--- config.mk ---
export PLATFORM = sky130hd
export DESIGN_NAME = lavm_queue
export DESIGN_NICKNAME = d
export VERILOG_FILES = /design/src/rtl/core/lavm_pkg.sv /design/src/rtl/core/lavm_queue.sv
export SDC_FILE = /design/constraint.sdc
export NUM_CORES = 1
export LEC_CHECK = 0
export ABC_CLOCK_PERIOD_IN_PS = 13600
export BUFFER_PORTS_ARGS = -buffer_cell sky130_fd_sc_hd__clkbuf_2
export CAP_MARGIN = 30
export CORE_AREA = 5 5 229 231
export DETAILED_ROUTE_END_ITERATION = 7
export DIE_AREA = 0 0 234 236
export PLACE_DENSITY = 0.68
export SYNTH_ARGS = -nofsm -noshare
export SYNTH_HDL_FRONTEND = slang
export SYNTH_SLANG_ARGS = --single-unit
export TNS_END_PERCENT = 20
--- constraint.sdc ---
create_clock -name clk -period 13.6 [get_ports clk]
set_clock_uncertainty 0.15 [all_clocks]
set_input_delay 2.72 -clock clk [delete_from_list [all_inputs] [get_ports clk]]
set_output_delay 2.72 -clock clk [all_outputs]
set_load 0.005 [all_outputs]
--- src/rtl/core/lavm_pkg.sv ---
// shared types, constants and arithmetic helpers of the look-at view matrix core
package lavm_pkg;

	localparam int unsigned WORD_W = 32;
	localparam int unsigned DIFF_W = 33;
	localparam int unsigned AXIS_W = 18;

	localparam logic [1:0] ROW_X = 2'd0;
	localparam logic [1:0] ROW_Y = 2'd1;
	localparam logic [1:0] ROW_Z = 2'd2;

	localparam logic signed [AXIS_W-1:0] AXIS_ONE = 18'sd65536;

	// one camera setup as it travels from the front to the back
	typedef struct packed {
		logic [2:0][WORD_W-1:0] cam;
		logic [2:0][WORD_W-1:0] up;
		logic [2:0][DIFF_W-1:0] d;
		logic                   zero;
	} job_t;

	// negate, round half away from zero from Q32.32 to Q16.16, saturate
	function automatic logic signed [WORD_W-1:0] trans_round(input logic signed [63:0] s);
		logic signed [63:0] t;
		logic [63:0]        mag;
		logic signed [63:0] r;
		t   = -s;
		mag = t[63] ? 64'(-t) : 64'(t);
		mag = (mag + 64'd32768) >> 16;
		r   = t[63] ? -$signed(mag) : $signed(mag);
		if (r > 64'sd2147483647) begin
			return 32'sh7fffffff;
		end else if (r < -64'sd2147483648) begin
			return 32'sh80000000;
		end
		return r[WORD_W-1:0];
	endfunction

endpackage

--- src/rtl/core/lavm_queue.sv ---
// two-entry queue between the front end and the back end
module lavm_queue import lavm_pkg::*; (
	input  logic clk,
	input  logic arst_n,
	input  logic push,
	input  job_t push_job,
	output logic full,
	input  logic pop,
	output logic nonempty,
	output job_t pop_job
);

	job_t       mem_q [2];
	logic       wr_q;
	logic       rd_q;
	logic [1:0] cnt_q;

	assign full     = (cnt_q == 2'd2);
	assign nonempty = (cnt_q != 2'd0);
	assign pop_job  = mem_q[rd_q];

	always_ff @(posedge clk or negedge arst_n) begin
		if (!arst_n) begin
			wr_q  <= 1'b0;
			rd_q  <= 1'b0;
			cnt_q <= 2'd0;
		end else begin
			if (push) wr_q <= ~wr_q;
			if (pop) rd_q <= ~rd_q;
			if (push && !pop) cnt_q <= cnt_q + 2'd1;
			else if (pop && !push) cnt_q <= cnt_q - 2'd1;
		end
	end

	always_ff @(posedge clk) begin
		if (push) mem_q[wr_q] <= push_job;
	end

endmodule

==> results of run 1 <==
-- per-stage QoR --
step,setup slack (ps),instance area [um2]
floorplan,2690,22400
global placement,7510,25900
detailed placement,7470,26100
CTS,6780,28000
global route,6690,28000
finish,6910,28000
-- registers in the layout, indices dropped and copies added (netlist names) --
register and flops:
mem_q 584, wr_q 1, cnt_q 2, rd_q 1
-- layer usage --
metal / up-vias / global-route usage, % / wire [um]
met3: 90 / 8.32 / 6320
met4: 18 / 5.34 / 1380
met2: 550 / 28.8 / 25000
met1: 5521 / 22.2 / 19400
li1: 4980 / - / -
met5: - / 0 / 129
-- power groups by stage --
stage	Clock (mW)	Sequential (mW)	Combinational [mW]
final	1.62	2.53	1.75
after CTS	1.66	2.54	1.78
after detailed placement	0	2.57	1.77
after floorplan	0	2.61	1.18
after global placement	0	2.57	1.73
after global routing	1.74	2.56	1.86
-- layout by cell type (no fill, tap or decap) --
cell and n:
buf_12 2, ha_1 1, clkbuf_1 12, nor2b_1 1, clkinv_2 11, and2_4 1
xor2_1 4, clkinvlp_4 3, nor2b_4 1, dfrtp_4 1, inv_6 5, mux2_4 270
or2_2 1, clkinv_1 8, dfrtp_1 3, bufinv_16 7, mux2_2 22, xnor2_1 1
clkinv_8 1, diode_2 3, edfxtp_1 584, inv_1 1, clkbuf_16 60, nor2_1 1
clkbuf_2 589, clkinv_4 3, buf_16 5, buf_4 10
-- synth_stat cells --
master,instances
dfrtp_1,4
edfxtp_1,584
buf_12,1
ha_1,1
nor2b_1,2
xor2_1,4
inv_1,1
mux2_2,22
and2_1,1
or2_2,1
mux2_4,270
buf_8,11
buf_2,2
nor2_1,1
buf_6,19
xnor2_1,1
-- cell type report --
class	instances	share of cell area [%]
flip-flops and latches	588	62.9
well taps	672	3.00
diodes	3	0.0268
multi-input cells	303	15.7
clock buffers	72	5.52
repair buffers	606	11.4
clock inverters	38	1.44
inverters	1	0.0134
-- kinds of logic after synthesis --
family	after synthesis	synth area share (%)
adder cells (fa/ha/maj)	1	0.0558
XOR/XNOR	5	0.195
AND/OR/NAND/NOR	5	0.128
buffers and inverters	34	1.84
flip-flops	588	78.6
multiplexers	292	19.2
-- critical path: stages (launching register included) --
cell,delay (ps)
dfrtp_4,950
buf_4,790
buf_4,850
mux2_2,410
clkbuf_2,110
-- worst paths after layout --
kind	startpoint	to	slack (ps)
min in group asynchronous	arst_n	wr_q	1770
max in group asynchronous	arst_n	rd_q	11380
setup reg to reg	wr_q	mem_q[1][105]	11000
hold / removal	cnt_q[1]	cnt_q[1]	330
hold reg to reg	cnt_q[1]	cnt_q[1]	330
setup / recovery	rd_q	pop_job[289]	6910
==> results.py, run 1 <==
metrics = {
    "cts": {
        "clockBufferDepth": 3,
        "clkTransAtPathRegs_ps": 60,
        "post_cts_buffers": 0,
        "cts_tree": "built",
        "cts-resized-gates": 0,
        "ctsHoldBuffers": 0,
        "cts_buffers": 59,
        "htree_levels": 2,
        "cts_root_buffer": "clkbuf_16",
        "clock_sinks": 588,
        "clkLatencyLatePin_ps": 610,
    },
    "timing": {
        "slew_headroom_pct": 33.0,
        "clock.fmax_mhz": 149,
        "finalSetupViolations": 0,
        "rsz0062_at_grt": "no",
        "drv_slew": 0,
        "fin_crit_sh_pct": 49.2,
        "holdWs_ps": 331,
        "worst_slew_pin_slew_ps": 1010,
        "fin_setup_tns_ps": 0,
        "hold_violations": 0,
        "period_minus_slack_ps": 6690,
    },
    "die": {
        "dieArea_um2": 55200,
        "rows": 82,
        "ios": 590,
        "start_util_pct": 45.0,
        "die_w_um": 234,
        "die_y_um": 236,
        "coreArea_um2": 49900,
    },
    "pwr": {
        "internal-power_mw": 4.28,
        "power_switching_mw": 1.62,
        "vdd_drop_max_uv": 149,
        "leakagePower_nw": 11.4,
        "p_comb_share_pct": 29.7,
        "sw_frac_of_total_pct": 27.4,
        "clock_power_share_pct": 27.4,
        "power_mw": 5.90,
        "pwr-share-seq_pct": 42.9,
        "power.density_nw_per_um2": 210,
    },
    "yosys": {
        "synth_top_area_share_pct": 78.2,
        "ys_warn_count": 0,
        "synthCells": 925,
        "synth_top_cell_by_area": "edfxtp_1",
        "synth_cell_types": 16,
        "syn_area_um2": 22400,
        "ys_seq_area_share_pct": 78.6,
        "syn-num-nets": 1222,
        "synth.area.top_cells": "edfxtp_1 78%, mux2_4 18%, mux2_2 1.1%",
        "ys_seq_elements": 588,
        "syn_avg_cell_area_um2": 24.3,
    },
    "global_route": {
        "grt_usage_pct": 18.1,
        "grt_max_degree": 119,
        "overflow": 0,
        "antenna_found_initial": 12,
        "grt_pass1_vias": 11685,
        "grt_pass1_wl_um": 74400,
    },
    "setup_path": {
        "crit_arrival_ps": 3820,
        "reg2reg_depth": 4,
        "crit_fanout": 54,
        "cp-end-kind": "output pin",
        "worst_setup_path_start_kind": "register",
        "required_ps": 10730,
        "criticalPathCategory": "register to output pin",
    },
    "job": {
        "maxCapViolations": 0,
    },
    "drt": {
        "wl_per_cell_um": 22.9,
        "vias_per_cell": 4.89,
        "vias": 11159,
        "drc": 0,
        "drtIter0Drc": 919,
        "drtPass1Iterations": 4,
        "ant_nets": 0,
        "wl_um": 52300,
    },
    "worst_hold_path": {
        "hold_path.class": "register to register",
        "hold_depth": 1,
    },
    "finish": {
        "nets": 1856,
        "final_util_pct": 56.2,
        "fill_cells": 3880,
        "syn_to_final_growth_pct": 25.0,
        "regArea_um2": 17600,
        "finalNonFillerCells": 2283,
        "multi_input_area_um2": 4400,
        "final_layout_size_suffix_gt1_share_pct": 61.7,
    },
    "placement": {
        "post-dp-hpwl_um": 37500,
        "placedCellCount": 2170,
        "port_buffers": 589,
        "place_congestion": 0.873,
    },
    "status": {
        "status": "completed",
    },
}
No activity file was read; power rests on OpenSTA's default activity.
==> run 2, diff against run 1 <==
Settings changed: ABC_CLOCK_PERIOD_IN_PS 13600 to 6590, CORE_AREA 5 5 229 231 to 5 5 225 227, DIE_AREA 0 0 234 236 to 0 0 230 232.
Clock period 13.6 ns to 6.59 ns, I/O delays scaled along.
==> results.py, run 2 (synthesis results as in run 1) <==
metrics = {
    "cts": {
        "cts_buffers": 58,
        "ctsHoldBuffers": 0,
        "htree_levels": 2,
        "clock_sinks": 588,
        "cts_tree": "built",
        "cts_root_buffer": "clkbuf_16",
        "post_cts_buffers": 0,
        "clockBufferDepth": 3,
        "clkLatencyLatePin_ps": 590,
        "clkTransAtPathRegs_ps": 60,
        "cts-resized-gates": 0,
    },
    "global_route": {
        "grt_pass1_vias": 11700,
        "grt_max_degree": 174,
        "antenna_found_initial": 8,
        "grt_pass1_wl_um": 72200,
        "grt_usage_pct": 18.0,
        "overflow": 0,
    },
    "drt": {
        "ant_nets": 0,
        "wl_met2_um": 25300,
        "drtPass1Iterations": 4,
        "dr_wl_met3_um": 5240,
        "vias": 10967,
        "wl_um": 49700,
        "drtIter0Drc": 655,
        "maxUsedRoutingLayer": "met5",
        "wl_per_cell_um": 22.3,
        "wirelength_met1_um": 17700,
        "vias_per_cell": 4.94,
        "drc": 0,
    },
    "timing": {
        "hold_violations": 0,
        "fin_setup_tns_ps": 0,
        "period_minus_slack_ps": 4190,
        "fin_crit_sh_pct": 63.6,
        "finalSetupViolations": 0,
        "drv_slew": 0,
        "holdWs_ps": 348,
        "rsz0062_at_grt": "no",
        "setup_ws_ps": 2400,
        "slew_headroom_pct": 6.09,
        "worst_slew_pin_slew_ps": 1410,
        "clock.fmax_mhz": 239,
    },
    "finish": {
        "final_common_cell": "clkbuf_2",
        "final_util_pct": 57.3,
        "reg_top3": "mem_q: 584 flops, cnt_q: 2 flops",
        "largest_reg_flops": 584,
        "final_layout_size_suffix_gt1_share_pct": 61.1,
        "final_cell_mix": "589 x clkbuf_2, 584 x edfxtp_1, 270 x mux2_4",
        "syn_to_final_growth_pct": 23.6,
        "regMostFlops": "mem_q",
        "fill_cells": 3656,
        "nets": 1848,
    },
    "setup_path": {
        "required_ps": 5120,
        "crit_arrival_ps": 2720,
        "criticalPathCategory": "register to output pin",
        "crit_fanout": 91,
        "worst_setup_path_start_kind": "register",
        "cp-end-kind": "output pin",
        "r2r_setup_slack_ps": 3990,
    },
    "placement": {
        "port_buffers": 589,
        "post-dp-hpwl_um": 35000,
        "place_congestion": 0.833,
        "place_ws_ps": 3010,
    },
    "pwr": {
        "sw_frac_of_total_pct": 27.3,
        "clock_power_share_pct": 26.5,
        "power_mw": 11.9,
        "internal-power_mw": 8.67,
        "p_comb_share_pct": 29.8,
        "vdd_drop_max_uv": 297,
        "power_switching_mw": 3.25,
        "power.density_nw_per_um2": 430,
        "leakagePower_nw": 11.3,
        "pwr-share-seq_pct": 43.7,
    },
    "status": {
        "status": "completed",
    },
    "die": {
        "die_w_um": 230,
        "coreArea_um2": 48400,
        "rows": 81,
        "die_y_um": 232,
        "ios": 590,
        "dieArea_um2": 53400,
        "start_util_pct": 46.3,
    },
    "worst_hold_path": {
        "hold_path.class": "register to register",
    },
    "job": {
        "maxCapViolations": 0,
    },
}
[run 2: cell types whose count changed in the layout (fill, tap and decap cells not counted), moves of 2 or more]
cell | before | now
clkinv_1 | 8 | 18
clkinvlp_4 | 3 | 5
inv_6 | 5 | 1
buf_4 | 10 | 5
buf_12 | 2 | 5
buf_16 | 5 | 0
bufinv_16 | 7 | 5
clkbuf_1 | 12 | 7
clkinv_2 | 11 | 9
[run 2: per-layer routing]
| metal | vias up | global-route usage (%) |
|---|---|---|
| met2 | 457 | 31.2 |
| met5 | - | 0 |
| met3 | 88 | 7.95 |
| met1 | 5451 | 20.3 |
| li1 | 4961 | - |
| met4 | 10 | 5.29 |
[run 2: path summary, 6_finish.rpt]
path                          start           end  depth (start not counted)
setup / recovery               rd_q  pop_job[284]                          3
hold / removal             cnt_q[1]      cnt_q[1]                          1
setup reg to reg               wr_q  mem_q[1][72]                          2
hold reg to reg            cnt_q[1]      cnt_q[1]                          1
max in group asynchronous    arst_n          rd_q                          1
min in group asynchronous    arst_n          wr_q                          1
[run 2: layout make-up]
cell class / count / area, um2 / area share, %
inverter: 1 / 3.75 / 0.0135
antenna: 3 / 7.51 / 0.0271
clock buffer: 66 / 1500 / 5.42
clock inverter: 40 / 327 / 1.18
timing repair buffer: 599 / 3090 / 11.1
multi-input combinational: 303 / 4400 / 15.8
sequential: 588 / 17600 / 63.6
tap: 622 / 778 / 2.81
[run 2: critical path: stages (launching register included)]
cell      delay, ps
dfrtp_4         890
buf_12          580
mux2_2          410
clkbuf_2        120
[run 2: stage by stage]
step           instance area, um2  instances
6_report                    27700       2222
5_1_grt                     27700       2221
4_1_cts                     27700       2219
3_5_place_dp                25900       2113
3_3_place_gp                25900       2113
2_1_floorplan               22400        925
[run 2: power by group through the flow]
stage	Combinational (mW)	Sequential, mW	Clock, mW
2_1_floorplan	2.44	5.33	0
3_3_place_gp	3.61	5.26	0
3_5_place_dp	3.61	5.29	0
4_1_cts	3.63	5.22	3.24
5_1_grt	3.78	5.27	3.42
6_report	3.55	5.21	3.15
