### src/rtl/core/lavm_pkg.sv
// shared types, constants and arithmetic helpers of the look-at view matrix core
package lavm_pkg;

	localparam int unsigned WORD_W = 32;
	localparam int unsigned DIFF_W = 33;
	localparam int unsigned AXIS_W = 18;

	localparam logic [1:0] ROW_X = 2'd0;
	localparam logic [1:0] ROW_Y = 2'd1;
	localparam logic [1:0] ROW_Z = 2'd2;

	localparam logic signed [AXIS_W-1:0] AXIS_ONE = 18'sd65536;

	// one camera setup as it travels from the front to the back
	typedef struct packed {
		logic [2:0][WORD_W-1:0] cam;
		logic [2:0][WORD_W-1:0] up;
		logic [2:0][DIFF_W-1:0] d;
		logic                   zero;
	} job_t;

	// negate, round half away from zero from Q32.32 to Q16.16, saturate
	function automatic logic signed [WORD_W-1:0] trans_round(input logic signed [63:0] s);
		logic signed [63:0] t;
		logic [63:0]        mag;
		logic signed [63:0] r;
		t   = -s;
		mag = t[63] ? 64'(-t) : 64'(t);
		mag = (mag + 64'd32768) >> 16;
		r   = t[63] ? -$signed(mag) : $signed(mag);
		if (r > 64'sd2147483647) begin
			return 32'sh7fffffff;
		end else if (r < -64'sd2147483648) begin
			return 32'sh80000000;
		end
		return r[WORD_W-1:0];
	endfunction

endpackage

### src/rtl/core/lavm_front.sv
// front end: accepts a camera setup, forms the back vector and flags a zero one
module lavm_front import lavm_pkg::*; (
	input  logic [WORD_W-1:0] cam_x,
	input  logic [WORD_W-1:0] cam_y,
	input  logic [WORD_W-1:0] cam_z,
	input  logic [WORD_W-1:0] target_x,
	input  logic [WORD_W-1:0] target_y,
	input  logic [WORD_W-1:0] target_z,
	input  logic [WORD_W-1:0] upvec_x,
	input  logic [WORD_W-1:0] upvec_y,
	input  logic [WORD_W-1:0] upvec_z,
	output job_t              job
);

	logic [2:0][WORD_W-1:0] cam;
	logic [2:0][WORD_W-1:0] tgt;

	assign cam = {cam_z, cam_y, cam_x};
	assign tgt = {target_z, target_y, target_x};

	always_comb begin
		job.cam = cam;
		job.up  = {upvec_z, upvec_y, upvec_x};
		for (int i = 0; i < 3; i++) begin
			job.d[i] = DIFF_W'($signed({cam[i][WORD_W-1], cam[i]})
				- $signed({tgt[i][WORD_W-1], tgt[i]}));
		end
		// camera on the target: every axis collapses
		job.zero = (cam == tgt);
	end

endmodule

### config.mk
export PLATFORM = sky130hd
export DESIGN_NAME = lavm_front
export DESIGN_NICKNAME = d
export VERILOG_FILES = /design/src/rtl/core/lavm_pkg.sv /design/src/rtl/core/lavm_front.sv
export SDC_FILE = /design/constraint.sdc
export NUM_CORES = 1
export LEC_CHECK = 0
export BUFFER_PORTS_ARGS = -buffer_cell sky130_fd_sc_hd__buf_2
export CORE_AREA = 2 2 223 225
export DETAILED_ROUTE_END_ITERATION = 8
export DIE_AREA = 0 0 225 227
export PLACE_DENSITY = 0.35
export SLEW_MARGIN = 20
export SYNTH_ARGS = -nofsm -noshare
export SYNTH_HDL_FRONTEND = slang
export SYNTH_SLANG_ARGS = --single-unit
### constraint.sdc
create_clock -name vclk -period 4.3
set_clock_uncertainty 0.15 [all_clocks]
set_input_delay 0.215 -clock vclk [all_inputs]
set_output_delay 0.215 -clock vclk [all_outputs]
set_load 0.02 [all_outputs]
==> impl_metrics.prom, run 1 <==
# TYPE chip_impl_metric gauge
chip_impl_info{name="crit_path_frequent_cell",value="sky130_fd_sc_hd__buf_2"} 1
chip_impl_metric{name="initial_drt_pass_iterations",unit=""} 5
chip_impl_info{name="worstPathCellList",value="buf_2 > inv_1 > ha_1 > fa_1 > nor2b_1 > o21a_1 > o21ai_0 > a21oi_1 > o21ai_1 > o31ai_1 > a21boi_0 > xnor2_1 > buf_2"} 1
chip_impl_metric{name="syn2layout_area_growth",unit="%"} 17.3
chip_impl_metric{name="routability_congestion_estimate_from_global_placement",unit=""} 0.825
chip_impl_metric{name="max-cap-violations",unit=""} 0
chip_impl_metric{name="finalCriticalPeriod",unit="ns"} 3.49
chip_impl_metric{name="worst_hold_path.num_cells",unit=""} 0
chip_impl_metric{name="final.setup.tns",unit="ns"} 0
chip_impl_info{name="synthMostInstantiatedCell",value="sky130_fd_sc_hd__buf_4"} 1
chip_impl_metric{name="ctsResizeCount",unit=""} 0
chip_impl_info{name="synth.cells.most_frequent",value="sky130_fd_sc_hd__buf_4, sky130_fd_sc_hd__inv_1, sky130_fd_sc_hd__ha_1, sky130_fd_sc_hd__a21oi_1, sky130_fd_sc_hd__nand2_1"} 1
chip_impl_metric{name="final-seq-area",unit="µm²"} 0
chip_impl_metric{name="synth_top_area_share",unit="%"} 20.9
chip_impl_metric{name="worst_path_largest_cell_delay",unit="ns"} 0.42
chip_impl_metric{name="slew_headroom",unit="%"} 44.0
chip_impl_metric{name="vias_in_the_first_global_route",unit=""} 7436
chip_impl_metric{name="timing_hold_violations_final",unit=""} 0
chip_impl_metric{name="timing_worst_slew_pin_value",unit="ns"} 0.832
chip_impl_metric{name="place.port_buffers",unit=""} 388
chip_impl_metric{name="route.vias.total",unit=""} 7475
chip_impl_metric{name="grt_pass1_wl",unit="µm"} 43500
chip_impl_metric{name="floorplan.die.height",unit="µm"} 227
chip_impl_metric{name="cts_hold_repair.buffers",unit=""} 0
chip_impl_metric{name="final.clkbuf_count",unit=""} 0
chip_impl_metric{name="num-nets-final",unit=""} 1587
chip_impl_metric{name="grt_max_degree",unit=""} 10
chip_impl_metric{name="routed_via_density",unit=""} 4.10
chip_impl_metric{name="placedCellCount",unit=""} 1820
chip_impl_info{name="hold_path_class",value="in2out"} 1
chip_impl_metric{name="final_period_util",unit="%"} 81.1
chip_impl_metric{name="synth-seq-area-share",unit="%"} 0
chip_impl_metric{name="global_route.usage.total",unit="%"} 11.0
chip_impl_metric{name="design.seq.count",unit=""} 0
chip_impl_metric{name="floorplan.rows",unit=""} 81
chip_impl_metric{name="dieArea",unit="mm²"} 0.0511
chip_impl_metric{name="dpl_worst_slack",unit="ns"} 0.736
chip_impl_metric{name="power.sequential.fraction",unit="%"} 0
chip_impl_metric{name="post-cts-setup-buffer-count",unit=""} 0
chip_impl_info{name="critPathLaunchType",value="input port"} 1
chip_impl_info{name="rsz0062_at_grt",value="no"} 1
chip_impl_metric{name="clock_power_share",unit="%"} 0
chip_impl_metric{name="critical_path_arrival",unit="ns"} 3.12
chip_impl_metric{name="critical_path_buf_inv_count",unit=""} 3
chip_impl_metric{name="power-per-cell-area",unit="mW/mm²"} 200
chip_impl_metric{name="antenna_found_initial",unit=""} 4
chip_impl_metric{name="timing.fmax",unit="MHz"} 287
chip_impl_metric{name="grt.overflow.total",unit=""} 0
chip_impl_metric{name="routed_wl",unit="µm"} 30200
chip_impl_metric{name="total_net_switching_power",unit="mW"} 1.03
chip_impl_metric{name="postSynthNetCount",unit=""} 1411
chip_impl_metric{name="ys.warnings.count",unit=""} 0
chip_impl_metric{name="synthesis.area_per_instance",unit="µm²"} 6.75
chip_impl_metric{name="timing_max_transition_violations_final",unit=""} 0
chip_impl_info{name="critical-path-slowest-cell",value="sky130_fd_sc_hd__fa_1"} 1
chip_impl_info{name="synth_top_cell_by_area",value="sky130_fd_sc_hd__buf_4"} 1
chip_impl_metric{name="power_frac_comb",unit="%"} 100.0
chip_impl_info{name="critPathTopFamily",value="compound AO/OA/AOI/OAI gates"} 1
chip_impl_metric{name="timing.critical_path.fanout_max",unit=""} 4
chip_impl_info{name="crit_path_end_kind",value="output pin"} 1
chip_impl_metric{name="ir_drop",unit="mV"} 0.0737
chip_impl_metric{name="number_of_placed_i_o_pins",unit=""} 580
chip_impl_metric{name="post_route_cells_drive_above_1_share",unit="%"} 33.8
chip_impl_metric{name="floorplan.initialDensity",unit="%"} 14.2
chip_impl_metric{name="timing.final.ws_setup",unit="ns"} 0.815
chip_impl_info{name="yosys-top-cells-area",value="sky130_fd_sc_hd__buf_4, sky130_fd_sc_hd__ha_1, sky130_fd_sc_hd__inv_1"} 1
chip_impl_info{name="worstHoldStart",value="upvec_z[28]"} 1
chip_impl_info{name="min_to",value="job[192]"} 1
chip_impl_metric{name="p_leak",unit="nW"} 4.49
chip_impl_metric{name="avgRoutedWirePerCell",unit="µm"} 16.6
chip_impl_metric{name="drc",unit=""} 0
chip_impl_info{name="criticalPathCategory",value="in2out"} 1
chip_impl_metric{name="core-area",unit="mm²"} 0.0485
chip_impl_metric{name="drc_violation_total_after_the_first_tritonroute_iteration",unit=""} 309
chip_impl_metric{name="finalSetupViolCount",unit=""} 0
chip_impl_metric{name="cp_num_cells",unit=""} 13
chip_impl_metric{name="hpwlAfterDp",unit="µm"} 27900
chip_impl_metric{name="p_int",unit="µW"} 593
chip_impl_metric{name="crit_path_required_time",unit="ns"} 3.93
chip_impl_metric{name="die_x",unit="µm"} 225
chip_impl_metric{name="switching_share",unit="%"} 63.5
chip_impl_metric{name="report.power.total",unit="mW"} 1.63
chip_impl_metric{name="synth_area",unit="mm²"} 0.00691
chip_impl_metric{name="yosysUniqueCellTypes",unit=""} 67
chip_impl_metric{name="post_synth_inst_count",unit=""} 1024
chip_impl_info{name="outcome",value="finished clean"} 1
chip_impl_metric{name="stdcell_count",unit=""} 1821
chip_impl_metric{name="ant_nets",unit=""} 0
logic make-up after synthesis:
kind of cell | Yosys count | share of synthesized area (%)
adder cells (fa/ha/maj) | 99 | 18.3
multiplexers | 1 | 0.145
buffers and inverters | 335 | 28.7
AO/OA/AOI/OAI | 276 | 26.3
XOR/XNOR | 82 | 10.4
AND/OR/NAND/NOR | 231 | 16.2
per-stage QoR:
stage	hold slack (ns)	util, %	area (µm²)
2_1_floorplan	0.393	-	6910
3_3_place_gp	0.280	16.7	8110
3_5_place_dp	0.280	16.7	8110
4_1_cts	0.280	16.7	8110
5_1_grt	0.280	16.7	8110
6_report	0.280	16.7	8110
layer usage:
metal / vias up / global-route usage [%] / share of wire [%]
met4: 4 / 1.05 / 1.1
met3: 24 / 2.63 / 8.2
met2: 355 / 20.3 / 48
met1: 3429 / 13.2 / 42
li1: 3663 / - / -
met5: - / 0 / 0.080
worst max-delay path by stage:
stage | startpoint | end | slack [ns]
after global placement | cam_x[2] | job[32] | 0.73
after detailed placement | cam_x[2] | job[32] | 0.74
after CTS | cam_x[2] | job[32] | 0.70
after global routing | cam_x[0] | job[21] | 0.59
final | cam_x[0] | job[21] | 0.81
after floorplan | cam_x[0] | job[21] | 1.49
cell type report:
cell class / instances / area, µm²
inverter: 120 / 450
multi-input combinational: 689 / 4930
timing repair buffer: 389 / 1950
antenna: 1 / 2.50
fill: 5664 / 40400
tap: 622 / 778
power groups by stage:
stage	clock, mW	combinational, mW	sequential, mW
2_1_floorplan	0	1.23	0
3_3_place_gp	0	1.65	0
3_5_place_dp	0	1.64	0
4_1_cts	0	1.65	0
5_1_grt	0.0000000311	1.78	0
6_report	0.0000000311	1.63	0
placed cells by master (no fill, tap or decap), types with 5 or more instances in the layout:
cell and count:
sky130_fd_sc_hd__a211o_1 5, sky130_fd_sc_hd__a31oi_1 10, sky130_fd_sc_hd__o21ai_0 35, sky130_fd_sc_hd__and3_1 8, sky130_fd_sc_hd__a211oi_1 6, sky130_fd_sc_hd__nor3_1 12
sky130_fd_sc_hd__buf_2 388, sky130_fd_sc_hd__nand3_1 18, sky130_fd_sc_hd__o31ai_1 5, sky130_fd_sc_hd__nor2b_1 13, sky130_fd_sc_hd__nand2b_1 8, sky130_fd_sc_hd__inv_1 120
sky130_fd_sc_hd__nand4_1 24, sky130_fd_sc_hd__a21oi_1 84, sky130_fd_sc_hd__a21o_1 55, sky130_fd_sc_hd__o21a_1 17, sky130_fd_sc_hd__xnor2_1 51, sky130_fd_sc_hd__o21ai_1 11
sky130_fd_sc_hd__nand2_1 69, sky130_fd_sc_hd__ha_1 96, sky130_fd_sc_hd__nor2_1 58, sky130_fd_sc_hd__o21bai_1 8, sky130_fd_sc_hd__xor2_1 31
Power figures use the tool's default switching activity.
==> run 2, diff against run 1 <==
PLACE_DENSITY = 0.36   (was 0.35)
clock period = 2.9 ns   (was 4.3 ns; I/O delays follow)
==> impl_metrics.prom, run 2 (synthesized netlist as in run 1, its figures left out) <==
# TYPE chip_impl_metric gauge
chip_impl_metric{name="grt.overflow.total",unit=""} 0
chip_impl_info{name="crit_path_end_kind",value="output pin"} 1
chip_impl_metric{name="switching_share",unit="%"} 59.2
chip_impl_metric{name="antenna_found_initial",unit=""} 2
chip_impl_metric{name="vias_in_the_first_global_route",unit=""} 7798
chip_impl_info{name="worstHoldStart",value="upvec_x[26]"} 1
chip_impl_info{name="min_to",value="job[126]"} 1
chip_impl_info{name="critical-path-slowest-cell",value="sky130_fd_sc_hd__or4_4"} 1
chip_impl_info{name="critPathLaunchType",value="input port"} 1
chip_impl_metric{name="post_route_cells_drive_above_1_share",unit="%"} 44.3
chip_impl_metric{name="p_int",unit="mW"} 1.13
chip_impl_info{name="outcome",value="finished clean"} 1
chip_impl_info{name="hold_path_class",value="in2out"} 1
chip_impl_metric{name="ant_nets",unit=""} 0
chip_impl_metric{name="p_leak",unit="nW"} 5.09
chip_impl_metric{name="power-per-cell-area",unit="mW/mm²"} 292
chip_impl_info{name="rsz0062_at_grt",value="yes"} 1
chip_impl_info{name="criticalPathCategory",value="in2out"} 1
chip_impl_metric{name="route.vias.total",unit=""} 7879
chip_impl_metric{name="crit_path_required_time",unit="ns"} 2.61
chip_impl_metric{name="timing.fmax",unit="MHz"} 349
chip_impl_metric{name="max-cap-violations",unit=""} 0
chip_impl_metric{name="syn2layout_area_growth",unit="%"} 37.1
chip_impl_metric{name="final-seq-area",unit="µm²"} 0
chip_impl_metric{name="final.clkbuf_count",unit=""} 0
chip_impl_metric{name="timing_worst_slew_pin_value",unit="ns"} 0.497
chip_impl_metric{name="dieArea",unit="mm²"} 0.0511
chip_impl_metric{name="routed_via_density",unit=""} 4.08
chip_impl_metric{name="power_frac_comb",unit="%"} 100.0
chip_impl_metric{name="global_route.usage.total",unit="%"} 11.2
chip_impl_metric{name="num-nets-final",unit=""} 1697
chip_impl_metric{name="floorplan.initialDensity",unit="%"} 14.2
chip_impl_metric{name="avgRoutedWirePerCell",unit="µm"} 16.2
chip_impl_metric{name="worst_path_largest_cell_delay",unit="ns"} 0.52
chip_impl_metric{name="design.seq.count",unit=""} 0
chip_impl_metric{name="final_period_util",unit="%"} 98.8
chip_impl_metric{name="number_of_placed_i_o_pins",unit=""} 580
chip_impl_metric{name="routed_wl",unit="µm"} 31300
chip_impl_metric{name="timing_max_transition_violations_final",unit=""} 0
chip_impl_info{name="mostFrequentLayoutCell",value="sky130_fd_sc_hd__buf_2"} 1
chip_impl_metric{name="num-fill-cells",unit=""} 5594
chip_impl_metric{name="total_net_switching_power",unit="mW"} 1.64
chip_impl_metric{name="placedCellCount",unit=""} 1924
chip_impl_metric{name="finalCriticalPeriod",unit="ns"} 2.86
chip_impl_metric{name="core-area",unit="mm²"} 0.0485
chip_impl_metric{name="ir_drop",unit="mV"} 0.113
chip_impl_info{name="worstPathCellList",value="buf_8 > inv_4 > ha_4 > nor2b_4 > o31a_1 > o21a_4 > o311ai_4 > nor3_2 > or4_4 > o221ai_2 > xnor2_1 > buf_4"} 1
chip_impl_metric{name="place.port_buffers",unit=""} 388
chip_impl_metric{name="routability_congestion_estimate_from_global_placement",unit=""} 0.847
chip_impl_metric{name="power.sequential.fraction",unit="%"} 0
chip_impl_metric{name="critical_path_arrival",unit="ns"} 2.57
chip_impl_metric{name="floorplan.die.height",unit="µm"} 227
chip_impl_metric{name="worst_hold_path.num_cells",unit=""} 0
chip_impl_metric{name="grt_max_degree",unit=""} 10
chip_impl_metric{name="drc_violation_total_after_the_first_tritonroute_iteration",unit=""} 245
chip_impl_metric{name="drc",unit=""} 0
chip_impl_metric{name="report.power.total",unit="mW"} 2.77
chip_impl_metric{name="slew_headroom",unit="%"} 66.6
chip_impl_metric{name="grt_pass1_wl",unit="µm"} 45100
chip_impl_metric{name="initial_drt_pass_iterations",unit=""} 5
chip_impl_metric{name="die_x",unit="µm"} 225
chip_impl_metric{name="hpwlAfterDp",unit="µm"} 28500
chip_impl_info{name="layout.cells.most_common_list",value="sky130_fd_sc_hd__buf_2, sky130_fd_sc_hd__buf_4, sky130_fd_sc_hd__inv_1"} 1
chip_impl_metric{name="timing.critical_path.fanout_max",unit=""} 3
chip_impl_metric{name="timing_hold_violations_final",unit=""} 0
chip_impl_metric{name="clock_power_share",unit="%"} 0
chip_impl_metric{name="floorplan.rows",unit=""} 81
chip_impl_metric{name="finalSetupViolCount",unit=""} 0
chip_impl_metric{name="stdcell_count",unit=""} 1931
[run 2: changes by cell type in the layout (fill, tap and decap cells not counted), moves of 6 or more]
cell                      delta
sky130_fd_sc_hd__a21oi_1    -11
sky130_fd_sc_hd__a21oi_2     +9
sky130_fd_sc_hd__buf_2      -21
sky130_fd_sc_hd__buf_4     +124
sky130_fd_sc_hd__buf_6       +6
sky130_fd_sc_hd__ha_1       -10
sky130_fd_sc_hd__ha_4        +9
sky130_fd_sc_hd__o21ai_2     +7
[run 2: how the worst max path moves through the flow]
stage	from	endpoint	slack [ns]	depth (start not counted)
floorplan	cam_x[0]	job[21]	0.23	11
global placement	cam_x[0]	job[21]	-0.26	13
detailed placement	cam_x[0]	job[33]	-0.30	13
CTS	target_x[1]	job[30]	-0.01	12
global route	cam_x[6]	job[30]	-0.09	11
finish	target_x[1]	job[30]	0.04	12
[run 2: per-stage QoR]
stage	setup slack [ns]	hold slack, ns	cell area, µm²	setup TNS (ns)	util [%]
final	0.0350	0.140	9480	0	19.5
after global routing	-0.0858	0.140	9470	-0.145	19.5
after CTS	-0.0138	0.140	9100	-0.0138	18.7
after detailed placement	-0.302	0.140	8890	-3.66	18.3
after global placement	-0.263	0.140	8890	-2.96	18.3
after floorplan	0.226	0.253	6910	0	-
[run 2: layout make-up]
cell class | instances | area [µm²] | share of cell area, %
Inverter | 120 | 455 | 4.81
Tap cell | 622 | 778 | 8.21
Multi-Input combinational cell | 689 | 5380 | 56.8
Timing Repair Buffer | 499 | 2860 | 30.2
Antenna cell | 1 | 2.50 | 0.0264
[run 2: timing repair]
action                     4_1_cts  5_1_grt
hold buffers                     0        0
pin swaps                       11       28
resized for setup               43       75
setup endpoints to repair       32       36
buffers inserted                 2        4
[run 2: routing by layer]
layer / global-route usage, % / up-vias / part of all wire (%)
li1: - / 3889 / -
met2: 20.5 / 356 / 49
met5: 0 / - / 0.042
met4: 0.876 / 2 / 0.80
met1: 13.9 / 3612 / 43
met3: 2.50 / 20 / 7.6
[run 2: power by group through the flow]
stage          sequential (mW)  combinational [mW]    clock [mW]
2_1_floorplan                0                1.82             0
5_1_grt                      0                3.02             0
4_1_cts                      0                2.69             0
3_3_place_gp                 0                2.64             0
3_5_place_dp                 0                2.63             0
6_report                     0                2.77  0.0000000462
[run 2: worst max-delay path, delay by kind of cell]
family,cells,cell delay (ns)
AO/OA/AOI/OAI,4,1.04
AND/OR/NAND/NOR,3,0.73
buffers and inverters,3,0.32
adder cells (fa/ha/maj),1,0.19
XOR/XNOR,1,0.14
==> run 3, diff against run 2 <==
PLACE_DENSITY = 0.46   (was 0.36)
==> impl_metrics.prom, run 3 (synthesized netlist as in run 1, its figures left out) <==
# TYPE chip_impl_metric gauge
chip_impl_metric{name="final.setup.tns",unit="ns"} 0
chip_impl_metric{name="ir_drop",unit="mV"} 0.133
chip_impl_metric{name="routed_wl",unit="µm"} 30600
chip_impl_info{name="worstHoldStart",value="upvec_z[0]"} 1
chip_impl_metric{name="design.seq.count",unit=""} 0
chip_impl_info{name="rsz0062_at_grt",value="yes"} 1
chip_impl_metric{name="floorplan.initialDensity",unit="%"} 14.2
chip_impl_info{name="critPathLaunchType",value="input port"} 1
chip_impl_metric{name="final_period_util",unit="%"} 99.4
chip_impl_metric{name="timing.critical_path.fanout_max",unit=""} 3
chip_impl_metric{name="num-nets-final",unit=""} 1702
chip_impl_metric{name="final_core_util",unit="%"} 19.6
chip_impl_metric{name="timing.fmax",unit="MHz"} 347
chip_impl_info{name="mostFrequentLayoutCell",value="sky130_fd_sc_hd__buf_2"} 1
chip_impl_metric{name="critical_path_arrival",unit="ns"} 2.59
chip_impl_metric{name="avgRoutedWirePerCell",unit="µm"} 15.8
chip_impl_metric{name="vias_in_the_first_global_route",unit=""} 7786
chip_impl_metric{name="routability_congestion_estimate_from_global_placement",unit=""} 0.890
chip_impl_metric{name="final.clkbuf_count",unit=""} 0
chip_impl_metric{name="post_route_cells_drive_above_1_share",unit="%"} 44.7
chip_impl_metric{name="floorplan.die.height",unit="µm"} 227
chip_impl_metric{name="global_route.usage.total",unit="%"} 11.0
chip_impl_metric{name="final-seq-area",unit="µm²"} 0
chip_impl_metric{name="grt_max_degree",unit=""} 10
chip_impl_metric{name="die_x",unit="µm"} 225
chip_impl_metric{name="cts_hold_repair.buffers",unit=""} 0
chip_impl_metric{name="drc",unit=""} 0
chip_impl_metric{name="floorplan.rows",unit=""} 81
chip_impl_metric{name="placedCellCount",unit=""} 1925
chip_impl_metric{name="crit_path_required_time",unit="ns"} 2.61
chip_impl_metric{name="ant_nets",unit=""} 0
chip_impl_metric{name="syn2layout_area_growth",unit="%"} 37.8
chip_impl_metric{name="worst_hold_path.num_cells",unit=""} 0
chip_impl_metric{name="max-cap-violations",unit=""} 0
chip_impl_metric{name="initial_drt_pass_iterations",unit=""} 4
chip_impl_metric{name="finalSetupViolCount",unit=""} 0
chip_impl_metric{name="drc_violation_total_after_the_first_tritonroute_iteration",unit=""} 267
chip_impl_metric{name="hpwlAfterDp",unit="µm"} 27600
chip_impl_metric{name="grt_pass1_wl",unit="µm"} 44200
chip_impl_metric{name="stdcell_count",unit=""} 1938
chip_impl_metric{name="p_leak",unit="nW"} 5.12
chip_impl_metric{name="timing_worst_slew_pin_value",unit="ns"} 0.530
chip_impl_metric{name="slew_headroom",unit="%"} 64.4
chip_impl_info{name="criticalPathCategory",value="in2out"} 1
chip_impl_metric{name="core-area",unit="mm²"} 0.0485
chip_impl_metric{name="route.vias.total",unit=""} 7972
chip_impl_info{name="crit_path_end_kind",value="output pin"} 1
chip_impl_metric{name="dieArea",unit="mm²"} 0.0511
chip_impl_metric{name="place.port_buffers",unit=""} 388
chip_impl_metric{name="power-per-cell-area",unit="mW/mm²"} 291
chip_impl_metric{name="timing_hold_violations_final",unit=""} 0
chip_impl_metric{name="timing.final.ws_setup",unit="ns"} 0.0180
chip_impl_metric{name="antenna_found_initial",unit=""} 7
chip_impl_metric{name="routed_via_density",unit=""} 4.11
chip_impl_metric{name="number_of_placed_i_o_pins",unit=""} 580
chip_impl_info{name="outcome",value="finished clean"} 1
chip_impl_info{name="hold_path_class",value="in2out"} 1
chip_impl_metric{name="grt.overflow.total",unit=""} 0
chip_impl_metric{name="finalCriticalPeriod",unit="ns"} 2.88
chip_impl_info{name="layout.cells.most_common_list",value="sky130_fd_sc_hd__buf_2, sky130_fd_sc_hd__buf_4, sky130_fd_sc_hd__inv_1"} 1
chip_impl_metric{name="timing_max_transition_violations_final",unit=""} 0
chip_impl_metric{name="fin_hold_ws",unit="ns"} 0.140
chip_impl_metric{name="dpl_worst_slack",unit="ns"} -0.282
chip_impl_info{name="min_to",value="job[164]"} 1
-- run 3: critical path, stage by stage --
cell and delay, ns:
sky130_fd_sc_hd__buf_6 0.10, sky130_fd_sc_hd__inv_4 0.04, sky130_fd_sc_hd__ha_4 0.18, sky130_fd_sc_hd__nor2b_4 0.13, sky130_fd_sc_hd__o31a_1 0.29, sky130_fd_sc_hd__o21a_4 0.26
sky130_fd_sc_hd__o311ai_4 0.31, sky130_fd_sc_hd__nor3_2 0.06, sky130_fd_sc_hd__or4_4 0.55, sky130_fd_sc_hd__o221ai_2 0.17, sky130_fd_sc_hd__xnor2_1 0.15, sky130_fd_sc_hd__buf_4 0.17
-- run 3: how the worst max path moves through the flow --
stage | start | cells after the start | end | slack, ns
after floorplan | cam_x[0] | 11 | job[21] | 0.23
after global placement | cam_x[0] | 13 | job[21] | -0.26
after detailed placement | cam_x[0] | 13 | job[21] | -0.28
after CTS | target_x[1] | 12 | job[30] | -0.13
after global routing | target_z[4] | 12 | job[97] | -0.10
final | target_x[1] | 12 | job[30] | 0.02
-- run 3: per-stage QoR --
step	power (mW)	instance area, µm²
final	2.78	9520
after global routing	3.02	9520
after CTS	2.70	9170
after detailed placement	2.61	8890
after global placement	2.62	8890
after floorplan	1.82	6910
-- run 3: repair_timing --
action / CTS / global route
pin swaps: 22 / 42
endpoints found under the setup margin: 32 / 38
buffers inserted: 5 / 7
resized for setup: 48 / 69
-- run 3: area by class of cell --
type / instances / area, µm²
fill: 5560 / 39000
multi-input combinational: 689 / 5400
timing repair buffer: 504 / 2880
tap: 622 / 778
inverter: 120 / 458
antenna: 3 / 7.51
-- run 3: report_power, final --
part	internal, mW	total (mW)	switching (mW)
logic	1.14	2.78	1.64
clock network	0.000000138	0.000000138	0
registers	0	0	0
total	1.14	2.78	1.64
-- run 3: layer usage --
| metal | vias up | wire length [µm] | global-route usage (%) |
|---|---|---|---|
| li1 | 3902 | - | - |
| met1 | 3669 | 12800 | 13.1 |
| met2 | 349 | 14900 | 20.3 |
| met3 | 46 | 2020 | 1.97 |
| met4 | 6 | 856 | 2.78 |
| met5 | - | 34 | 0 |
